<file path="src/design/sprite_frame_sequencer_macros.svh">
// assertion macros shared by the sprite frame sequencer modules
`ifndef SPRITE_FRAME_SEQUENCER_MACROS_SVH
`define SPRITE_FRAME_SEQUENCER_MACROS_SVH

// same-cycle implication, sampled on clk, off during reset
`define SFS_ASSERT_IMPL(lbl, ante, cons, msg) \
    lbl: assert property (@(posedge clk) disable iff (!rst_n) (ante) |-> (cons)) \
        else $error(msg);

// next-cycle implication, sampled on clk, off during reset
`define SFS_ASSERT_NEXT(lbl, ante, cons, msg) \
    lbl: assert property (@(posedge clk) disable iff (!rst_n) (ante) |=> (cons)) \
        else $error(msg);

`endif

</file>
<file path="src/design/sfs_pkg.sv">
// shared types, codes and constants of the sprite frame sequencer
package sfs_pkg;

    localparam int MAX_FRAMES_DEF = 64;

    localparam int TIMER_W = 32;
    localparam int DSR_W   = 32;
    localparam int DVD_W   = 37;
    localparam int STEP_W  = $clog2(DVD_W + 1);
    localparam int FC_W    = 7;

    localparam logic [TIMER_W-1:0] TIMER_MAX  = 32'h7FFF_FFFF;
    localparam logic [TIMER_W-1:0] ONE_SECOND = 32'h0001_0000;
    localparam logic [DVD_W-1:0]   SPEED_NUM  = 37'd25 << 32;

    localparam logic [2:0] MODE_NONE    = 3'd0;
    localparam logic [2:0] MODE_FIRST   = 3'd1;
    localparam logic [2:0] MODE_LAST    = 3'd2;
    localparam logic [2:0] MODE_LOOP    = 3'd3;
    localparam logic [2:0] MODE_REVERSE = 3'd4;
    localparam logic [2:0] MODE_ONCE    = 3'd5;

    localparam logic [1:0] CLASS_SLOW  = 2'd0;
    localparam logic [1:0] CLASS_FAST  = 2'd1;
    localparam logic [1:0] CLASS_SPEED = 2'd2;
    localparam logic [1:0] CLASS_ONE   = 2'd3;

    localparam logic [1:0] REG_SLOW  = 2'd0;
    localparam logic [1:0] REG_FAST  = 2'd1;
    localparam logic [1:0] REG_COUNT = 2'd2;

    typedef struct packed {
        logic              start;
        logic [DVD_W-1:0]  dividend;
        logic [DSR_W-1:0]  divisor;
        logic [STEP_W-1:0] steps;
    } div_req_t;

    typedef struct packed {
        logic             done;
        logic [DVD_W-1:0] quotient;
        logic [DSR_W-1:0] remainder;
    } div_res_t;

    function automatic logic [TIMER_W-1:0] sat_timer(input logic [DVD_W-1:0] v);
        logic [TIMER_W-1:0] r;
        begin
            r = (v > DVD_W'(TIMER_MAX)) ? TIMER_MAX : v[TIMER_W-1:0];
            return r;
        end
    endfunction

endpackage

</file>
<file path="src/design/sprite_frame_sequencer.sv">
// sprite frame sequencer top level: stream ports, register port and item sequencer
//
// One request at a time: the input is not ready from acceptance until the result
// has been handed to the output register. A restart, a forced or static frame and a
// tick that only counts the timer down go from idle straight to the output state. A
// reload of the slow, fast or one-second class also passes through the step state.
// For a nonzero speed, a speed-based reload runs the serial divider, one quotient bit
// per cycle, for 37 steps. A reload in loop or reverse mode then reuses the same
// divider for the wrap remainder, clog2(MAX_FRAMES)+1 steps. A finished result waits
// in the output register while the next request is accepted.
`include "sprite_frame_sequencer_macros.svh"

module sprite_frame_sequencer #(
    parameter int MAX_FRAMES = sfs_pkg::MAX_FRAMES_DEF
) (
    input  logic        clk,
    input  logic        rst_n,
    input  logic        s_tvalid,
    output logic        s_tready,
    // elapsed[23:0], speed_value[55:24], restart_mode[58:56], new_speed_class[60:59]
    input  logic [63:0] s_tdata,
    // command[0]
    input  logic        s_tuser,
    output logic        m_tvalid,
    input  logic        m_tready,
    // frame_index[5:0], play_mode[8:6], frame_advanced[9]
    output logic [15:0] m_tdata,
    input  logic        psel,
    input  logic        penable,
    input  logic        pwrite,
    input  logic [3:0]  paddr,
    input  logic [31:0] pwdata,
    output logic [31:0] prdata,
    output logic        pready
);
    import sfs_pkg::*;

    localparam int IW    = $clog2(MAX_FRAMES);
    localparam int CW    = $clog2(MAX_FRAMES + 1);
    localparam int MW    = IW + 1;
    localparam int CMP_W = ((CW > FC_W) ? CW : FC_W) + 1;

    typedef enum logic [2:0] {
        ST_IDLE,
        ST_RELOAD,
        ST_STEP,
        ST_MOD,
        ST_OUT
    } state_t;

    state_t             state_reg;
    logic [31:0]        slow_reg;
    logic [31:0]        fast_reg;
    logic [FC_W-1:0]    count_reg;
    logic [IW-1:0]      idx_reg;
    logic [2:0]         mode_reg;
    logic [1:0]         class_reg;
    logic [TIMER_W-1:0] timer_reg;
    logic               adv_reg;
    logic               m_tvalid_reg;
    logic [15:0]        m_tdata_reg;
    div_req_t           div_req_reg;
    div_res_t           div_res;

    logic               cmd;
    logic [23:0]        delta;
    logic [31:0]        speed;
    logic [2:0]         nmode;
    logic [1:0]         nclass;
    logic [CMP_W-1:0]   fc_ext;
    logic [CMP_W-1:0]   count_full;
    logic [CW-1:0]      count_c;
    logic               expired;
    logic [TIMER_W-1:0] reload_direct;
    logic [MW-1:0]      mod_val;
    logic               wr_en;

    assign cmd    = s_tuser;
    assign delta  = s_tdata[23:0];
    assign speed  = s_tdata[55:24];
    assign nmode  = s_tdata[58:56];
    assign nclass = s_tdata[60:59];

    assign pready = 1'b1;
    assign wr_en  = psel && penable && pwrite && pready;

    always_comb
    begin
        fc_ext     = CMP_W'(count_reg);
        count_full = (fc_ext > CMP_W'(MAX_FRAMES)) ? CMP_W'(MAX_FRAMES) : fc_ext;
        count_c    = CW'(count_full);
        expired    = (timer_reg == '0) || timer_reg[TIMER_W-1];
        case (class_reg)
            CLASS_SLOW: reload_direct = sat_timer(DVD_W'(slow_reg));
            CLASS_FAST: reload_direct = sat_timer(DVD_W'(fast_reg));
            default:    reload_direct = ONE_SECOND;
        endcase
        if (mode_reg == MODE_LOOP)
        begin
            mod_val = MW'(idx_reg) + MW'(1);
        end
        else if (idx_reg == '0)
        begin
            mod_val = MW'(count_c) - MW'(1);
        end
        else
        begin
            mod_val = MW'(idx_reg) - MW'(1);
        end
    end

    always_comb
    begin
        case (paddr[3:2])
            REG_SLOW:  prdata = slow_reg;
            REG_FAST:  prdata = fast_reg;
            REG_COUNT: prdata = 32'(count_reg);
            default:   prdata = '0;
        endcase
    end

    always_ff @(posedge clk or negedge rst_n)
    begin
        if (!rst_n)
        begin
            slow_reg  <= 32'd6554;
            fast_reg  <= 32'd2185;
            count_reg <= FC_W'(1);
        end
        else if (wr_en)
        begin
            case (paddr[3:2])
                REG_SLOW:  slow_reg  <= pwdata;
                REG_FAST:  fast_reg  <= pwdata;
                REG_COUNT: count_reg <= pwdata[FC_W-1:0];
                default:   ;
            endcase
        end
    end

    sfs_div u_div (
        .clk   (clk),
        .rst_n (rst_n),
        .req   (div_req_reg),
        .res   (div_res)
    );

    always_ff @(posedge clk or negedge rst_n)
    begin
        if (!rst_n)
        begin
            state_reg    <= ST_IDLE;
            idx_reg      <= '0;
            mode_reg     <= MODE_NONE;
            class_reg    <= CLASS_SLOW;
            timer_reg    <= '0;
            adv_reg      <= 1'b0;
            m_tvalid_reg <= 1'b0;
            m_tdata_reg  <= '0;
            div_req_reg  <= '0;
        end
        else
        begin
            div_req_reg.start <= 1'b0;
            if (m_tready)
            begin
                m_tvalid_reg <= 1'b0;
            end
            case (state_reg)
                ST_IDLE:
                begin
                    if (s_tvalid)
                    begin
                        adv_reg   <= 1'b0;
                        state_reg <= ST_OUT;
                        if (cmd)
                        begin
                            mode_reg  <= nmode;
                            class_reg <= nclass;
                            idx_reg   <= '0;
                        end
                        else if (mode_reg == MODE_NONE || count_full <= CMP_W'(1)
                                 || mode_reg == MODE_FIRST)
                        begin
                            idx_reg <= '0;
                        end
                        else if (mode_reg == MODE_LAST)
                        begin
                            idx_reg <= IW'(count_c - CW'(1));
                        end
                        else if (expired)
                        begin
                            adv_reg <= 1'b1;
                            if (class_reg != CLASS_SPEED)
                            begin
                                timer_reg <= reload_direct;
                                state_reg <= ST_STEP;
                            end
                            else if (speed == '0)
                            begin
                                timer_reg <= TIMER_MAX;
                                state_reg <= ST_STEP;
                            end
                            else
                            begin
                                div_req_reg.start    <= 1'b1;
                                div_req_reg.dividend <= SPEED_NUM;
                                div_req_reg.divisor  <= speed;
                                div_req_reg.steps    <= STEP_W'(DVD_W);
                                state_reg            <= ST_RELOAD;
                            end
                        end
                        else
                        begin
                            timer_reg <= timer_reg - TIMER_W'(delta);
                        end
                    end
                end
                ST_RELOAD:
                begin
                    if (div_res.done)
                    begin
                        timer_reg <= sat_timer(div_res.quotient);
                        state_reg <= ST_STEP;
                    end
                end
                ST_STEP:
                begin
                    state_reg <= ST_OUT;
                    case (mode_reg)
                        MODE_LOOP, MODE_REVERSE:
                        begin
                            div_req_reg.start    <= 1'b1;
                            div_req_reg.dividend <= {mod_val, {(DVD_W - MW){1'b0}}};
                            div_req_reg.divisor  <= DSR_W'(count_c);
                            div_req_reg.steps    <= STEP_W'(MW);
                            state_reg            <= ST_MOD;
                        end
                        MODE_ONCE:
                        begin
                            if (CMP_W'(idx_reg) + CMP_W'(1) < count_full)
                            begin
                                idx_reg <= idx_reg + 1'b1;
                            end
                            else
                            begin
                                mode_reg <= MODE_LAST;
                            end
                        end
                        default: ;
                    endcase
                end
                ST_MOD:
                begin
                    if (div_res.done)
                    begin
                        idx_reg   <= IW'(div_res.remainder);
                        state_reg <= ST_OUT;
                    end
                end
                ST_OUT:
                begin
                    if (!m_tvalid_reg || m_tready)
                    begin
                        m_tvalid_reg <= 1'b1;
                        m_tdata_reg  <= {6'b0, adv_reg, mode_reg, 6'(idx_reg)};
                        state_reg    <= ST_IDLE;
                    end
                end
                default:
                begin
                    state_reg <= ST_IDLE;
                end
            endcase
        end
    end

    assign s_tready = (state_reg == ST_IDLE);
    assign m_tvalid = m_tvalid_reg;
    assign m_tdata  = m_tdata_reg;

    `SFS_ASSERT_IMPL(a_reload_pos, state_reg == ST_OUT && adv_reg, !timer_reg[TIMER_W-1], "reloaded timer negative")
    `SFS_ASSERT_IMPL(a_wrap_bound, state_reg == ST_MOD && div_res.done, div_res.remainder < DSR_W'(count_c), "wrapped frame out of range")
    `SFS_ASSERT_IMPL(a_adv_mode, m_tvalid_reg && m_tdata_reg[9], m_tdata_reg[8:6] != MODE_NONE && m_tdata_reg[8:6] != MODE_FIRST, "advance reported in static mode")

endmodule

</file>
<file path="src/design/sfs_div.sv">
// serial restoring divider, one quotient bit per cycle
`include "sprite_frame_sequencer_macros.svh"

module sfs_div (
    input  logic              clk,
    input  logic              rst_n,
    input  sfs_pkg::div_req_t req,
    output sfs_pkg::div_res_t res
);
    import sfs_pkg::*;

    logic [STEP_W-1:0] cnt_reg;
    logic              done_reg;
    logic [DSR_W-1:0]  rem_reg;
    logic [DSR_W-1:0]  rem_next;
    logic [DVD_W-1:0]  dvd_reg;
    logic [DSR_W-1:0]  dsr_reg;
    logic [DSR_W:0]    shifted;
    logic [DSR_W+1:0]  diff;
    logic              ge;

    always_comb
    begin
        shifted  = {rem_reg, dvd_reg[DVD_W-1]};
        diff     = {1'b0, shifted} - {2'b00, dsr_reg};
        ge       = !diff[DSR_W+1];
        rem_next = ge ? diff[DSR_W-1:0] : shifted[DSR_W-1:0];
    end

    always_ff @(posedge clk or negedge rst_n)
    begin
        if (!rst_n)
        begin
            cnt_reg  <= '0;
            done_reg <= 1'b0;
        end
        else
        begin
            done_reg <= 1'b0;
            if (req.start)
            begin
                cnt_reg <= req.steps;
            end
            else if (cnt_reg != '0)
            begin
                cnt_reg <= cnt_reg - 1'b1;
                if (cnt_reg == STEP_W'(1))
                begin
                    done_reg <= 1'b1;
                end
            end
        end
    end

    always_ff @(posedge clk)
    begin
        if (req.start)
        begin
            rem_reg <= '0;
            dvd_reg <= req.dividend;
            dsr_reg <= req.divisor;
        end
        else if (cnt_reg != '0)
        begin
            rem_reg <= rem_next;
            dvd_reg <= {dvd_reg[DVD_W-2:0], ge};
        end
    end

    assign res.done      = done_reg;
    assign res.quotient  = dvd_reg;
    assign res.remainder = rem_reg;

    `SFS_ASSERT_IMPL(a_start_idle, req.start, cnt_reg == '0, "divider started while busy")
    `SFS_ASSERT_NEXT(a_start_load, req.start, cnt_reg == $past(req.steps), "step count not loaded")
    `SFS_ASSERT_IMPL(a_rem_bound, cnt_reg != '0, rem_reg < dsr_reg, "partial remainder too large")

endmodule
</file>
<file path="config.mk">
export PLATFORM = sky130hd
export DESIGN_NAME = sprite_frame_sequencer
export DESIGN_NICKNAME = d
export VERILOG_FILES = /design/src/design/sfs_pkg.sv /design/src/design/sprite_frame_sequencer.sv /design/src/design/sfs_div.sv
export VERILOG_INCLUDE_DIRS = /design/src /design/src/design
export SDC_FILE = /design/constraint.sdc
export NUM_CORES = 1
export LEC_CHECK = 0
export BUFFER_PORTS_ARGS = -buffer_cell sky130_fd_sc_hd__buf_2
export CORE_ASPECT_RATIO = 0.6
export CORE_MARGIN = 10
export CORE_UTILIZATION = 55
export CTS_BUF_LIST = sky130_fd_sc_hd__clkbuf_4 sky130_fd_sc_hd__clkbuf_8 sky130_fd_sc_hd__clkbuf_16
export DETAILED_ROUTE_END_ITERATION = 6
export GPL_ROUTABILITY_DRIVEN = 0
export PLACE_DENSITY_LB_ADDON = 0.2
export SETUP_SLACK_MARGIN = 0.5
export SLEW_MARGIN = 20
export SYNTH_ARGS = -nofsm -noshare
export SYNTH_HDL_FRONTEND = slang
export SYNTH_HIERARCHICAL = 1
export SYNTH_SLANG_ARGS = --single-unit
export TNS_END_PERCENT = 10
</file>
<file path="constraint.sdc">
create_clock -name clk -period 3.35 [get_ports clk]
set_input_delay 0.1675 -clock clk [delete_from_list [all_inputs] [get_ports clk]]
set_output_delay 0.1675 -clock clk [all_outputs]
set_load 0.005 [all_outputs]
</file>
# ---- After elaboration in Yosys (flattened, before gate mapping)
# Index checks and enable logic that the tools add are counted.
dict set report totals {
  output_inout_bits 51
  elab_cells 163
  mem_bits_ro 0
  register_bits 313
  ramBits 0
  latch_bits 0
  input_bits 108
  mem_count 0
}
dict set report op_classes {
  n_lt_le_gt_ge 6
  div 0
  eq_ne 31
  n_mul 0
  bitwise 0
  reduce_logical 32
  shift 0
  n_addsub 8
  n_mux 66
}
# cell count
set ops {}
lappend ops {{$mux 76} 8}
lappend ops {{$mux 32} 12}
lappend ops {{$pmux 76 s2} 1}
lappend ops {{$pmux 32 s2} 2}
lappend ops {{$pmux 32 s3} 1}
lappend ops {{$mux 37} 2}
lappend ops {{$gt 32x31->1 const B} 2}
lappend ops {{$logic_not 32->1} 2}
lappend ops {{$mux 6} 9}
lappend ops {{$mux 3} 13}
lappend ops {{$gt 37x31->1 const B} 1}
lappend ops {{$sub 33x32->34} 1}
lappend ops {{$sub 32x24->32} 1}
lappend ops {{$ne 2x2->1 const B} 11}
lappend ops {{$mux 7} 3}
lappend ops {{$pmux 6 s3} 1}
lappend ops {{$pmux 3 s5} 1}
lappend ops {{$add 6x1->7 const B} 2}
lappend ops {{$eq 3x2->1 const B} 4}
lappend ops {{$mux 1} 10}
lappend ops {{$ne 2x1->1 const B} 5}
lappend ops {{$reduce_and 2->1} 5}
lappend ops {{$eq 3x3->1 const B} 3}
lappend ops {{$reduce_and 9->1} 1}
lappend ops {{other kinds (30)} 42}

# ---- Logic depth before layout (Yosys ltp)
dict set report logic_depth {
  ltp_word 10
  mapped_depth 13
  ltp_nobuf 12
}

# ---- Modules after synthesis
# The synthesis kept the hierarchy.
# module n_inst area_per_inst_um2 cells_each
set modules_own_cells {}
lappend modules_own_cells {sprite_frame_sequencer 1 10561.4 1169}
lappend modules_own_cells {sfs_div 1 6357.3 610}

# ---- Worst setup path after synthesis
# Ideal clock, no wire load.
dict set report synth_path {
  path_type {register to register}
  from {register div_req_reg[75] (netlist bit)}
  to {register u_div.dvd_reg[0] (enable)}
  arrival_time_ns 2.564
  path_slack_ns 0.394
  required_ns 2.959
  path_stages_with_launch 7
  path_cell_list {dfrtp_1 > clkbuf_1 > nor2b_1 > and2_1 > buf_2 > buf_1 > inv_1}
}
dict set report synth_between {
  elab_chain_len 1
}
# element line_no
set synth_lines {}
lappend synth_lines {{start, declared} sprite_frame_sequencer.sv:62} ;# div_req_t div_req_reg;
lappend synth_lines {{$reduce_bool 2->1 (no source line)} n/a}
lappend synth_lines {{end signal, assigned} sfs_div.sv:60} ;# dvd_reg <= req.dividend;
lappend synth_lines {{end signal, assigned} sfs_div.sv:66} ;# dvd_reg <= {dvd_reg[DVD_W-2:0], ge};
lappend synth_lines {{end, declared} sfs_div.sv:16} ;# logic [DVD_W-1:0] dvd_reg;
# Every way passes these cells.
# A chain may end at the register's enable or synchronous reset.

# ---- Worst setup path after layout
dict set report layout_path {
  from {register u_div.dsr_reg[8]}
  to {register u_div.rem_reg[26]}
}
dict set report layout_between {
  elab_chain_len 2
}
# element line_no
set layout_lines {}
lappend layout_lines {{start, declared} sfs_div.sv:17} ;# logic [DSR_W-1:0] dsr_reg;
lappend layout_lines {{start signal, assigned} sfs_div.sv:61} ;# dsr_reg <= req.divisor;
lappend layout_lines {{$sub 33x32->34} sfs_div.sv:25} ;# diff = {1'b0, shifted} - {2'b00, dsr_reg};
lappend layout_lines {{$mux 32} sfs_div.sv:27} ;# rem_next = ge ? diff[DSR_W-1:0] : shifted[DSR_W-1:0];
lappend layout_lines {{end signal, assigned} sfs_div.sv:65} ;# rem_reg <= rem_next;
lappend layout_lines {{end, declared} sfs_div.sv:14} ;# logic [DSR_W-1:0] rem_reg;
# Every way passes these cells.

==> impl_metrics.toml <==
[grt]
grt_pass1_wl_microns = 83200
grt_max_degree = 98
grt_usage = 0.271
antenna_found_initial = 4
grt.overflow.total = 0
grt_pass1_vias = 14400

[critical_path]
crit_path_top_delay_cell = "edfxtp_1"
crit_cells = 11
crit_family = "compound AO/OA/AOI/OAI gates"
startpoint = "u_div/dsr_reg[8]$_DFFE_PP_"
reg2reg_to = "u_div/rem_reg[26]$_SDFFE_PP0P_"
cp.buffers_inverters = 2
end_kind = "flip-flop"
r2r_slack_ps = 390
crit_path_start_kind = "flip-flop"
crit_type = "reg2reg"
r2r_cells = 11
required_ps = 3770
cpPeakStageDelay_ps = 380
worst_ep_arrival_time_ps = 3370
cp_max_fo = 10
crit_chain = "inv_1, ha_1, a21o_1, a31oi_1, o211ai_2, and3_4, o211ai_4, a21boi_4, buf_4, o21ai_2, o211ai_1"
reg2reg_from = "u_div/dsr_reg[8]$_DFFE_PP_"

[yosys]
synth.most_common_cell = "nand2_1"
synthTopCellsByCount = "nand2_1, dfrtp_1, nor2_1"
synth_flop_cell = "dfrtp_1"
synth_seq_area_share = 0.426
avgSynthCellArea_sq_um = 9.51
synth-compound-area-share = 0.191
synth_top_area_share = 0.247
syn_area_sq_um = 16900
synth_seq_cells = 280
synth-simple-area-share = 0.152
synth.area.mux_share = 0.104
netlist-cell-type-count = 96
synth_xor_area_frac = 0.0259
synth_top_family_by_area = "compound AO/OA/AOI/OAI gates"
synth_fa_ha_area_frac = 0.0527
yosys-top-cells-area = "dfrtp_1, edfxtp_1, mux2_2"
yosys_warnings = 6
synth_edf_count = 69
async_flop_share = 0.639
postSynthCellCount = 1779
yosysTopAreaCell = "dfrtp_1"

[run]
drv_cap = 0

[min_path]
worstHoldStart = "s_tvalid"
hold_depth = 3
hp-class = "in2reg"
whs_endpoint = "state_reg[1]$_DFFE_PN0P_"

[finish]
n_fill_cell = 2323
largest_register_ffs = 43
area_growth_pct = 19.8
fin_nets = 2202
ff_latch_area_sq_um = 7210
drive_gt1_frac = 0.232
multi_input_area_sq_um = 9270

[run_status]
status = "finished, violations left"
violations = "design-rule violations"

[timing]
finalMaxSlewViolations = 0
setup_tns_ps = 0
skew_ps = 31.3
maxSlewHeadroom = 0.289
hold_viol = 0
fin_ws_ps = 394
period_needed_ps = 2960
finalSetupViolCount = 0
rsz0062_at_grt = "true"
tightest_slew_ps = 1070
fmax_mhz = 338
min_period_over_period = 0.882

[cts]
clkTransAtPathRegs_ps = 60
htreeDepth = 1
insertion_delay_ps = 580
root_buffer = "clkbuf_16"
cts_made_buffers = 28
cts.path.max_buffers = 3
cts_tree = "built"
clock_sinks = 280

[pwr]
internal-power_mw = 10.7
switchingPower_mw = 8.00
p_per_area_nw_per_um2 = 921
p_comb_frac = 0.507
p_leak_nw = 8.81
switching_share = 0.429
p_clk_frac = 0.173
ir_worst_vdd_v = 0.000438
sequentialPowerShare = 0.320

[place]
dp_hpwl_microns = 38400
io_buffers = 146
pre_cts_ws_ps = 111

[drt]
antenna_left = 0
avgViaCountPerCell = 6.26
wl_microns = 53900
drt_pass1_iterations = 7
drt_iter0_drc = 2255
drc = 5
wl_per_cell_microns = 22.0
via_count = 15400

[die]
die_w_microns = 246
start_util = 0.562
core_area_sq_um = 30100
dieHeight_microns = 156
placementRows = 49
io_pins = 159
die_area_sq_um = 38400
## power by group through the flow
stage / clock (mW) / sequential, mW / combinational, mW
2_1_floorplan: 0 / 5.55 / 6.36
6_report: 3.23 / 5.97 / 9.46
4_1_cts: 3.25 / 5.91 / 8.68
5_1_grt: 3.40 / 6.12 / 10.3
3_5_place_dp: 0 / 5.96 / 8.44
3_3_place_gp: 0 / 5.91 / 8.21
## worst reg2reg max path: cells and delay by family, from the launching register on
family          cells  cell delay [ps]
compound gates      7             1550
flops               1              380
fa+ha+maj           1              330
buf+inv             2              300
simple gates        1              240
## per-stage QoR
stage                     hold WS (ps)  instance area (sq um)  power [mW]  instances   util
final                             33.8                  20300        18.7       2457  0.673
after global routing              61.0                  20300        19.8       2457  0.673
after CTS                         8.99                  20000        17.8       2434  0.663
after detailed placement           349                  18200        14.4       2308  0.605
after global placement             347                  18200        14.1       2308  0.605
after floorplan                   -128                  17100        11.9       1816      -
## cells by family (layout without fill, tap and decap cells)
logic type / after synthesis / count (layout)
xor+xnor: 50 / 50
mux: 160 / 160
compound gates: 474 / 475
buf+inv: 196 / 425
fa+ha+maj: 70 / 70
other cells: 2 / 42
simple gates: 547 / 547
flops: 280 / 280
## worst max path at each step
| stage | slack, ps | to |
|---|---|---|
| floorplan | 570 | u_div/dvd_reg[0]$_DFFE_PP_ |
| global placement | 220 | timer_reg[28]$_DFFE_PN0P_ |
| detailed placement | 110 | timer_reg[28]$_DFFE_PN0P_ |
| CTS | 420 | u_div/rem_reg[28]$_SDFFE_PP0P_ |
| global route | 330 | timer_reg[18]$_DFFE_PN0P_ |
| finish | 390 | u_div/rem_reg[26]$_SDFFE_PP0P_ |
## layer usage
metal	routed length [microns]	track usage	vias up
met4	1240	0.0602	2
met3	6530	0.0869	105
met2	21700	0.367	837
met1	24500	0.407	7471
met5	15	0	-
li1	-	-	6974
## layout make-up
cell class,instances,area share
sequential,280,0.356
antenna,3,0.000370
multi-input combinational,1341,0.457
clock buffer,38,0.0395
tap,408,0.0252
timing repair buffer,286,0.0989
clock inverter,14,0.00654
inverter,87,0.0164
## timing repair
| action | CTS | global route |
|---|---|---|
| hold endpoints to repair | 200 | 0 |
| setup endpoints to repair | 82 | 76 |
| hold buffers | 71 | 0 |
| pin swaps | 4 | 21 |
| cloned | 0 | 1 |
| resized for setup | 15 | 33 |
| buffers inserted | 3 | 19 |
## layout by cell type (no fill, tap or decap), drive strengths merged, types with 7 or more instances in the layout
master and n:
dfstp 12, a21o 16, o21bai 8, clkbuf 38
a22o 8, xnor2 30, nor2b 15, a31oi 9
mux2i 40, nand3 37, nor2 132, nand2b 13
inv 86, nor3 37, nor4 26, dfrtp 167
a221o 8, o21ai 142, a211oi 7, dlygate4sd3 71
xor2 20, nand2 201, edfxtp 69, o31a 7
nand4 33, mux2 120, clkinv 12, buf 215
or3 12, and3 15, o21a 8, conb 39
dfxtp 32, o211ai 43, a41oi 12, o31ai 24
o22ai 38, a21oi 93, ha 68
Note: power is estimated with default switching activity, not from simulation.
